`config.mk`:
```
export PLATFORM = sky130hd
export DESIGN_NAME = vector_mac_flag_pipeline_top
export DESIGN_NICKNAME = d
export VERILOG_FILES = /design/src/sv/vmf_pkg.sv /design/src/sv/vmf_classify.sv /design/src/sv/vmf_flag_pipe.sv /design/src/sv/vector_mac_flag_pipeline_top.sv
export SDC_FILE = /design/constraint.sdc
export NUM_CORES = 1
export LEC_CHECK = 0
export BUFFER_PORTS_ARGS = -buffer_cell sky130_fd_sc_hd__buf_4
export CORE_MARGIN = 5
export CORE_UTILIZATION = 40
export CTS_CLUSTER_DIAMETER = 60
export DETAILED_ROUTE_END_ITERATION = 8
export HOLD_SLACK_MARGIN = 0.02
export PLACE_DENSITY = 0.63
export SLEW_MARGIN = 20
export SYNTH_ARGS = -nofsm -noshare
export SYNTH_HDL_FRONTEND = slang
export SYNTH_SLANG_ARGS = --single-unit
```
`constraint.sdc`:
```
create_clock -name clock -period 3.98 [get_ports clock]
set_input_delay 0.398 -clock clock [delete_from_list [all_inputs] [get_ports clock]]
set_output_delay 0.398 -clock clock [all_outputs]
set_load 0.005 [all_outputs]
```
`src/sv/vmf_pkg.sv`:
```
// ----------------------------------------------------------------------------
// vmf_pkg
// Shared types, operation codes and the flag pipeline tick for the vector
// MAC flag pipeline.
// ----------------------------------------------------------------------------
`default_nettype none

package vmf_pkg;

   // operation codes carried on req_func
   typedef logic [2:0] func_type;
   localparam func_type FUNC_CLASSIFY = 3'd0;
   localparam func_type FUNC_CLEAR    = 3'd1;
   localparam func_type FUNC_TICK     = 3'd2;
   localparam func_type FUNC_SWRESET  = 3'd3;
   localparam func_type FUNC_FLUSH    = 3'd4;

   localparam int unsigned LANES      = 4;
   localparam int unsigned FLAG_W     = 16;
   localparam int unsigned STATUS_W   = 12;

   localparam logic [31:0] SIGN_MASK  = 32'h8000_0000;
   localparam logic [31:0] MAG_MASK   = 32'h7fff_ffff;
   localparam logic [31:0] MAX_FINITE = 32'h7f7f_ffff;

   // per-lane bit groups, shifted by (3 - lane)
   localparam logic [15:0] SIGN_BIT   = 16'h0010;
   localparam logic [15:0] ZERO_BIT   = 16'h0001;
   localparam logic [15:0] UO_BITS    = 16'h1100;
   localparam logic [15:0] UZ_BITS    = 16'h0101;
   localparam logic [15:0] OVF_BIT    = 16'h1000;
   localparam logic [15:0] UOZ_BITS   = 16'h1101;
   localparam logic [15:0] LANE_BITS  = 16'h1111;

   typedef logic [LANES-1:0][FLAG_W-1:0] stages_type;

   typedef struct packed {
      stages_type                stages;
      logic [STATUS_W-1:0]       status;
   } pipe_type;

   // one step from the input register into the flag state
   typedef struct packed {
      logic                      advance;
      func_type                  func;
      logic [1:0]                lane;
      logic [FLAG_W-1:0]         class_pending;
   } step_type;

   // flag state as it stands after the step
   typedef struct packed {
      logic [FLAG_W-1:0]         mac_flags;
      logic [STATUS_W-1:0]       status;
   } view_type;

   // shift the pending word in; when stages 3 and 2 differed, fold the read stage into status
   function automatic pipe_type pipe_tick(pipe_type cur, logic [FLAG_W-1:0] pending,
                                          logic [1:0] sel);
      pipe_type          nxt;
      logic              armed;
      logic [FLAG_W-1:0] seen;
      armed         = (cur.stages[3] != cur.stages[2]);
      nxt.stages[3] = cur.stages[2];
      nxt.stages[2] = cur.stages[1];
      nxt.stages[1] = cur.stages[0];
      nxt.stages[0] = pending;
      nxt.status    = cur.status;
      seen          = nxt.stages[sel];
      if (armed) begin
         for (int g = 0; g < 4; g++) begin
            if (|seen[g*4 +: 4]) begin
               nxt.status[g] = 1'b1;
            end
         end
         nxt.status[11:6] = nxt.status[11:6] | nxt.status[5:0];
      end
      return nxt;
   endfunction

endpackage

`default_nettype wire

```
`src/sv/vmf_classify.sv`:
```
// ----------------------------------------------------------------------------
// vmf_classify
// Classifies one single-precision bit pattern for one lane: updates the
// pending flag word and produces the flushed or clamped pattern.
// ----------------------------------------------------------------------------
`default_nettype none

module vmf_classify (
   input  wire logic [31:0] float_bits,
   input  wire logic [1:0]  lane,
   input  wire logic [15:0] pending,
   output logic      [15:0] pending_out,
   output logic      [31:0] result_bits
);

   logic [1:0] sh;
   logic [7:0] expo;

   assign sh   = ~lane;
   assign expo = float_bits[30:23];

   // set the lane's sign, zero, underflow and overflow bits
   always_comb begin
      pending_out = pending;
      result_bits = float_bits;
      if (float_bits[31]) begin
         pending_out = pending_out | (vmf_pkg::SIGN_BIT << sh);
      end else begin
         pending_out = pending_out & ~(vmf_pkg::SIGN_BIT << sh);
      end
      if ((float_bits & vmf_pkg::MAG_MASK) == 32'd0) begin
         pending_out = (pending_out | (vmf_pkg::ZERO_BIT << sh))
                       & ~(vmf_pkg::UO_BITS << sh);
      end else if (expo == 8'd0) begin
         // denormal: flush to signed zero
         pending_out = (pending_out | (vmf_pkg::UZ_BITS << sh))
                       & ~(vmf_pkg::OVF_BIT << sh);
         result_bits = float_bits & vmf_pkg::SIGN_MASK;
      end else if (expo == 8'hff) begin
         // infinity or NaN: clamp to signed largest finite
         pending_out = (pending_out | (vmf_pkg::OVF_BIT << sh))
                       & ~(vmf_pkg::UZ_BITS << sh);
         result_bits = (float_bits & vmf_pkg::SIGN_MASK) | vmf_pkg::MAX_FINITE;
      end else begin
         pending_out = pending_out & ~(vmf_pkg::UOZ_BITS << sh);
      end
   end

endmodule

`default_nettype wire

```
`src/sv/vmf_flag_pipe.sv`:
```
// ----------------------------------------------------------------------------
// vmf_flag_pipe
// Holds the pending flag word, the four flag stages, the sticky status word
// and the read stage select; applies one operation per advancing beat.
// ----------------------------------------------------------------------------
`default_nettype none

module vmf_flag_pipe (
   input  wire logic              clock,
   input  wire logic              reset,
   input  wire vmf_pkg::step_type step,
   input  wire logic              csr_valid,
   input  wire logic [1:0]        csr_flag_read_stage,
   output logic [15:0]            pending,
   output vmf_pkg::view_type      view
);

   logic [15:0]       pending_ff, pending_in;
   vmf_pkg::pipe_type pipe_ff, pipe_in;
   logic [1:0]        sel_ff;
   vmf_pkg::pipe_type t1, t2, t3, t4;

   assign pending = pending_ff;

   // chain of four ticks for flush; the first also serves a single tick
   assign t1 = vmf_pkg::pipe_tick(pipe_ff, pending_ff, sel_ff);
   assign t2 = vmf_pkg::pipe_tick(t1, pending_ff, sel_ff);
   assign t3 = vmf_pkg::pipe_tick(t2, pending_ff, sel_ff);
   assign t4 = vmf_pkg::pipe_tick(t3, pending_ff, sel_ff);

   // next state for the beat in the input register
   always_comb begin
      pending_in = pending_ff;
      pipe_in    = pipe_ff;
      case (step.func)
         vmf_pkg::FUNC_CLASSIFY: begin
            pending_in = step.class_pending;
         end
         vmf_pkg::FUNC_CLEAR: begin
            pending_in = pending_ff & ~(vmf_pkg::LANE_BITS << (~step.lane));
         end
         vmf_pkg::FUNC_TICK: begin
            pipe_in = t1;
         end
         vmf_pkg::FUNC_SWRESET: begin
            pipe_in = '0;
         end
         vmf_pkg::FUNC_FLUSH: begin
            pipe_in = t4;
         end
         default: begin
            pipe_in = pipe_ff;
         end
      endcase
   end

   assign view.mac_flags = pipe_in.stages[sel_ff];
   assign view.status    = pipe_in.status;

   // update state on advance, read stage on a configuration beat
   always_ff @(posedge clock) begin
      if (reset) begin
         pending_ff <= '0;
         pipe_ff    <= '0;
         sel_ff     <= 2'd3;
      end else begin
         if (step.advance) begin
            pending_ff <= pending_in;
            pipe_ff    <= pipe_in;
         end
         if (csr_valid) begin
            sel_ff <= csr_flag_read_stage;
         end
      end
   end

endmodule

`default_nettype wire

```
`src/sv/vector_mac_flag_pipeline_top.sv`:
```
// ----------------------------------------------------------------------------
// vector_mac_flag_pipeline_top
// MAC status flag keeper for a four-lane float vector unit.
// ----------------------------------------------------------------------------
// Usage:
//   req_* carries one operation beat (func, float_bits, lane); rsp_* returns
//   one beat per request: the clamped or echoed pattern, the flags of the
//   selected pipeline stage and the sticky status, all after the operation.
//   csr_* writes the flag read stage (2 bits, reset 3); write it only while
//   no request is in flight. csr_ready is always high.
// Path: an accepted request waits in the input register, then moves into
//   the result register, whose valid bit drives rsp_valid.
// Throughput: one beat per cycle while rsp_ready is high; flag state updates
//   as a beat moves from the input register into the result register, so the next beat sees it.
// Stall: while rsp_ready is low the response holds, one more beat waits in
//   the input register, and then req_ready drops.
// Reset: synchronous active-high reset clears the flag word, the stages,
//   the status, both valid bits, and sets the read stage to 3.
// ----------------------------------------------------------------------------
`default_nettype none

module vector_mac_flag_pipeline_top (
   input  wire logic        clock,
   input  wire logic        reset,
   input  wire logic        req_valid,
   output logic             req_ready,
   input  wire logic [2:0]  req_func,
   input  wire logic [31:0] req_float_bits,
   input  wire logic [1:0]  req_lane,
   output logic             rsp_valid,
   input  wire logic        rsp_ready,
   output logic [31:0]      rsp_result_bits,
   output logic [15:0]      rsp_mac_flags,
   output logic [11:0]      rsp_status_flags,
   input  wire logic        csr_valid,
   output logic             csr_ready,
   input  wire logic [1:0]  csr_flag_read_stage
);

   logic              in_valid_ff;
   vmf_pkg::func_type func_ff;
   logic [31:0]       bits_ff;
   logic [1:0]        lane_ff;
   logic              out_valid_ff;
   logic [31:0]       result_ff;
   logic [15:0]       mac_ff;
   logic [11:0]       status_ff;

   logic              advance;
   logic [15:0]       pending;
   logic [15:0]       class_pending;
   logic [31:0]       class_bits;
   vmf_pkg::step_type step;
   vmf_pkg::view_type view;

   assign advance   = in_valid_ff && (!out_valid_ff || rsp_ready);
   assign req_ready = !in_valid_ff || advance;
   assign csr_ready = 1'b1;

   vmf_classify u_classify (
      .float_bits  (bits_ff),
      .lane        (lane_ff),
      .pending     (pending),
      .pending_out (class_pending),
      .result_bits (class_bits)
   );

   assign step.advance       = advance;
   assign step.func          = func_ff;
   assign step.lane          = lane_ff;
   assign step.class_pending = class_pending;

   vmf_flag_pipe u_flag_pipe (
      .clock               (clock),
      .reset               (reset),
      .step                (step),
      .csr_valid           (csr_valid),
      .csr_flag_read_stage (csr_flag_read_stage),
      .pending             (pending),
      .view                (view)
   );

   // hold the request beat until it advances
   always_ff @(posedge clock) begin
      if (reset) begin
         in_valid_ff <= 1'b0;
      end else if (req_ready) begin
         in_valid_ff <= req_valid;
      end
   end

   always_ff @(posedge clock) begin
      if (req_ready && req_valid) begin
         func_ff <= req_func;
         bits_ff <= req_float_bits;
         lane_ff <= req_lane;
      end
   end

   // result register: load on advance, drop once taken
   always_ff @(posedge clock) begin
      if (reset) begin
         out_valid_ff <= 1'b0;
      end else if (advance) begin
         out_valid_ff <= 1'b1;
      end else if (rsp_ready) begin
         out_valid_ff <= 1'b0;
      end
   end

   always_ff @(posedge clock) begin
      if (advance) begin
         result_ff <= (func_ff == vmf_pkg::FUNC_CLASSIFY) ? class_bits : bits_ff;
         mac_ff    <= view.mac_flags;
         status_ff <= view.status;
      end
   end

   assign rsp_valid        = out_valid_ff;
   assign rsp_result_bits  = result_ff;
   assign rsp_mac_flags    = mac_ff;
   assign rsp_status_flags = status_ff;

endmodule

`default_nettype wire

```
==> run_results.csv <==
group,metric,value,unit
drt,wl_per_cell,19.8,um
yosys,synth_area,10300,um2
yosys,seq_area_frac_synth,47.0,%
status,status,"completed",
clocking,cts_tree,"built",
grt,grt_pass1_vias,8071,
min_path,hold_class,"in -> reg",
setup_path,critical_path_class,"reg -> reg",
grt,grt_max_degree,94,
final_layout,area_growth,14.0,%
pwr,leakage,4.53,nW
yosys,synth_edf_count,97,
timing,period_needed,2.91,ns
timing,finalCritPeriodShare,73.1,%
clocking,clock_latency,0.45,ns
final_layout,antenna-diode-count,0,
yosys,syn_nets,1127,
grt,antenna_found_initial,0,
floorplanning,io_pins,107,
floorplanning,dieArea,29000,um2
clocking,cts_htree_levels,4,
grt,grt_pass1_wl,45600,um
final_layout,layoutNonFillerInstCount,1442,
grt,gr-total-overflow,0,
timing,hold_viol_final,0,
drt,via_per_inst,5.96,
clocking,cts_buffer_depth,2,
pwr,ir_drop,0.000229,V
floorplanning,chipWidth,170,um
timing,fmax,0.344,GHz
timing,worst_pin_slew,1.09,ns
yosys,async_flop_share,0,%
setup_path,cp-end-kind,"flip-flop",
floorplanning,die_h,170,um
setup_path,cp.arrival,3.09,ns
timing,slew_headroom,27.2,%
floorplanning,core_region_area,25300,um2
floorplanning,row_count,58,
drt,ant_nets,0,
clocking,clk_pin_slew,0.10,ns
drt,vias,8589,
timing,drv_slew,0,
clocking,cts_setup_buffers,0,
drt,drc,0,
place,dp_hpwl,18900,um
setup_path,startpoint_type,"flip-flop",
final_layout,layout.nets,1143,
grt,grtUsageTotal,19.7,%
drt,drt-initial-drc-count,883,
clocking,cts_sinks,193,
clocking,cts_buffers,17,
floorplanning,start_util,40.7,%
clocking,cts_resized,0,
drt,wirelength,28600,um
final_layout,layout-drive-gt1-share,18.4,%
place,dp_cells,1410,
setup_path,cp_max_fo,18,
clocking,clock-root-buffer,"clkbuf_16",
yosys,synth_cell_types,60,
yosys,syn_inst,1083,
yosys,yosysWarningCount,0,
yosys,ys.flop_type,"edfxtp_1",
flow_run,max-cap-violations,0,
timing,rsz0062_at_grt,"no",
timing,fin_setup_tns,0,ns
timing,fin_skew,0.0156,ns
drt,drt_pass1_iterations,6,
setup_path,cp.required,4.16,ns
place,gp_congestion,0.896,
yosys,avgSynthCellArea,9.50,um2
clocking,cts_hold_buf,0,
yosys,ys_ff_latch,193,
pwr,p_per_area,420,nW/um2
place,io_buffer_count,105,
timing,finalSetupViolCount,0,
## area by class of cell
type	instances	area, um2
clock buffers	17	425
clock inverters	15	224
fillers	2384	13500
inverters	7	28.8
multi-input cells	755	4860
flip-flops and latches	193	4830
well taps	330	413
repair buffers	125	938
## Yosys cell counts (all sizes together) (6+ instances only)
master | n | area share (%)
inv | 7 | 0.26
nand4 | 8 | 0.69
mux2i | 19 | 1.8
o21a | 23 | 1.7
buf | 45 | 2.6
a22o | 16 | 1.4
nand2 | 126 | 4.6
mux4 | 17 | 3.7
or4 | 15 | 1.2
dfxtp | 96 | 19
nor4 | 31 | 2.4
xor2 | 64 | 5.5
o21ai | 26 | 1.3
a221oi | 50 | 4.4
o22ai | 6 | 0.37
clkbuf | 83 | 3.0
a211oi | 8 | 0.68
and2 | 19 | 1.2
a21oi | 168 | 8.2
nor3 | 28 | 1.4
nor2 | 80 | 2.9
edfxtp | 97 | 28
nor2b | 7 | 0.43
## report_power, final
part | leakage (nW) | switching (W) | internal (W)
sequential | 1.71 | 0.0000989 | 0.00219
combinational | 2.52 | 0.000438 | 0.000308
clock | 0.311 | 0.000985 | 0.000903
total | 4.53 | 0.00152 | 0.00340
## final timing paths
| path | start | to | slack [ns] | cells past startpoint |
|---|---|---|---|---|
| setup / recovery | u_flag_pipe.sel_ff[0] | rsp_status_flags[7] | 1.07 | 6 |
| hold / removal | req_float_bits[20] | bits_ff[20] | 0.11 | 1 |
| setup reg to reg | u_flag_pipe.sel_ff[0] | rsp_status_flags[7] | 1.07 | 6 |
| hold reg to reg | bits_ff[31] | rsp_result_bits[31] | 0.46 | 0 |
## worst max-delay path, stage by stage, from the launching register on
cell and delay [ns]:
dfxtp_1 0.96, nand2_1 0.45, o22ai_1 0.29, a211oi_2 0.12, a21oi_1 0.26, o32ai_1 0.15, or3_1 0.41
## cell usage in the layout (no fill, tap or decap), types with 3 or more instances in the layout
master / count
dfxtp_1: 96
nor2b_1: 7
nand3_1: 4
o21ai_0: 26
edfxtp_1: 97
buf_4: 125
nand4_1: 6
clkbuf_16: 17
nor4_1: 22
o21a_1: 23
xor2_1: 64
nor2_1: 78
mux4_2: 17
or3_1: 3
a31oi_1: 3
and2_1: 18
nor4_2: 9
nand2_1: 126
a21oi_1: 168
a22o_1: 16
or4_1: 13
mux2i_1: 19
a211oi_1: 6
inv_1: 4
o22ai_1: 6
inv_12: 10
a221oi_1: 48
nor3_1: 27
## state kept, by name (all words and copies together), names as in the netlist, named ones only
register / cells
rsp_valid: 1
rsp_status_flags: 12
rsp_mac_flags: 16
lane_ff: 2
func_ff: 3
u_flag_pipe.sel_ff: 2
rsp_result_bits: 32
u_flag_pipe.pending: 6
in_valid_ff: 1
bits_ff: 32
u_flag_pipe.pipe_ff: 76
## cell families after synthesis
| kind of cell | after synthesis | share of synthesized area, % |
|---|---|---|
| AND/OR/NAND/NOR | 329 | 15.7 |
| AO/OA/AOI/OAI | 324 | 20.2 |
| flip-flops | 193 | 47.0 |
| buffers and inverters | 135 | 5.90 |
| XOR/XNOR | 64 | 5.45 |
| multiplexers | 37 | 5.68 |
| other | 1 | 0.0365 |
## layer usage
metal	routed length, um	vias up	part of all wire (%)	GRT usage [%]
met5	0	-	0	0
met4	821	0	2.9	7.40
met3	2390	68	8.3	3.97
met2	13100	414	46	30.2
met1	12300	4106	43	27.5
li1	-	4001	-	-
## stage by stage
stage	hold slack, ns	util (%)	total power [W]	worst slack, ns	instance area, um2
after CTS	0.0993	46.4	0.00494	1.15	11700
after global placement	0.433	43.9	0.00307	1.17	11100
after floorplan	0.419	-	0.00283	0.545	10300
after detailed placement	0.443	43.9	0.00307	1.18	11100
final	0.111	46.4	0.00493	1.07	11700
after global routing	0.0930	46.4	0.00512	0.896	11700
Note: power is estimated with default switching activity, not from simulation.
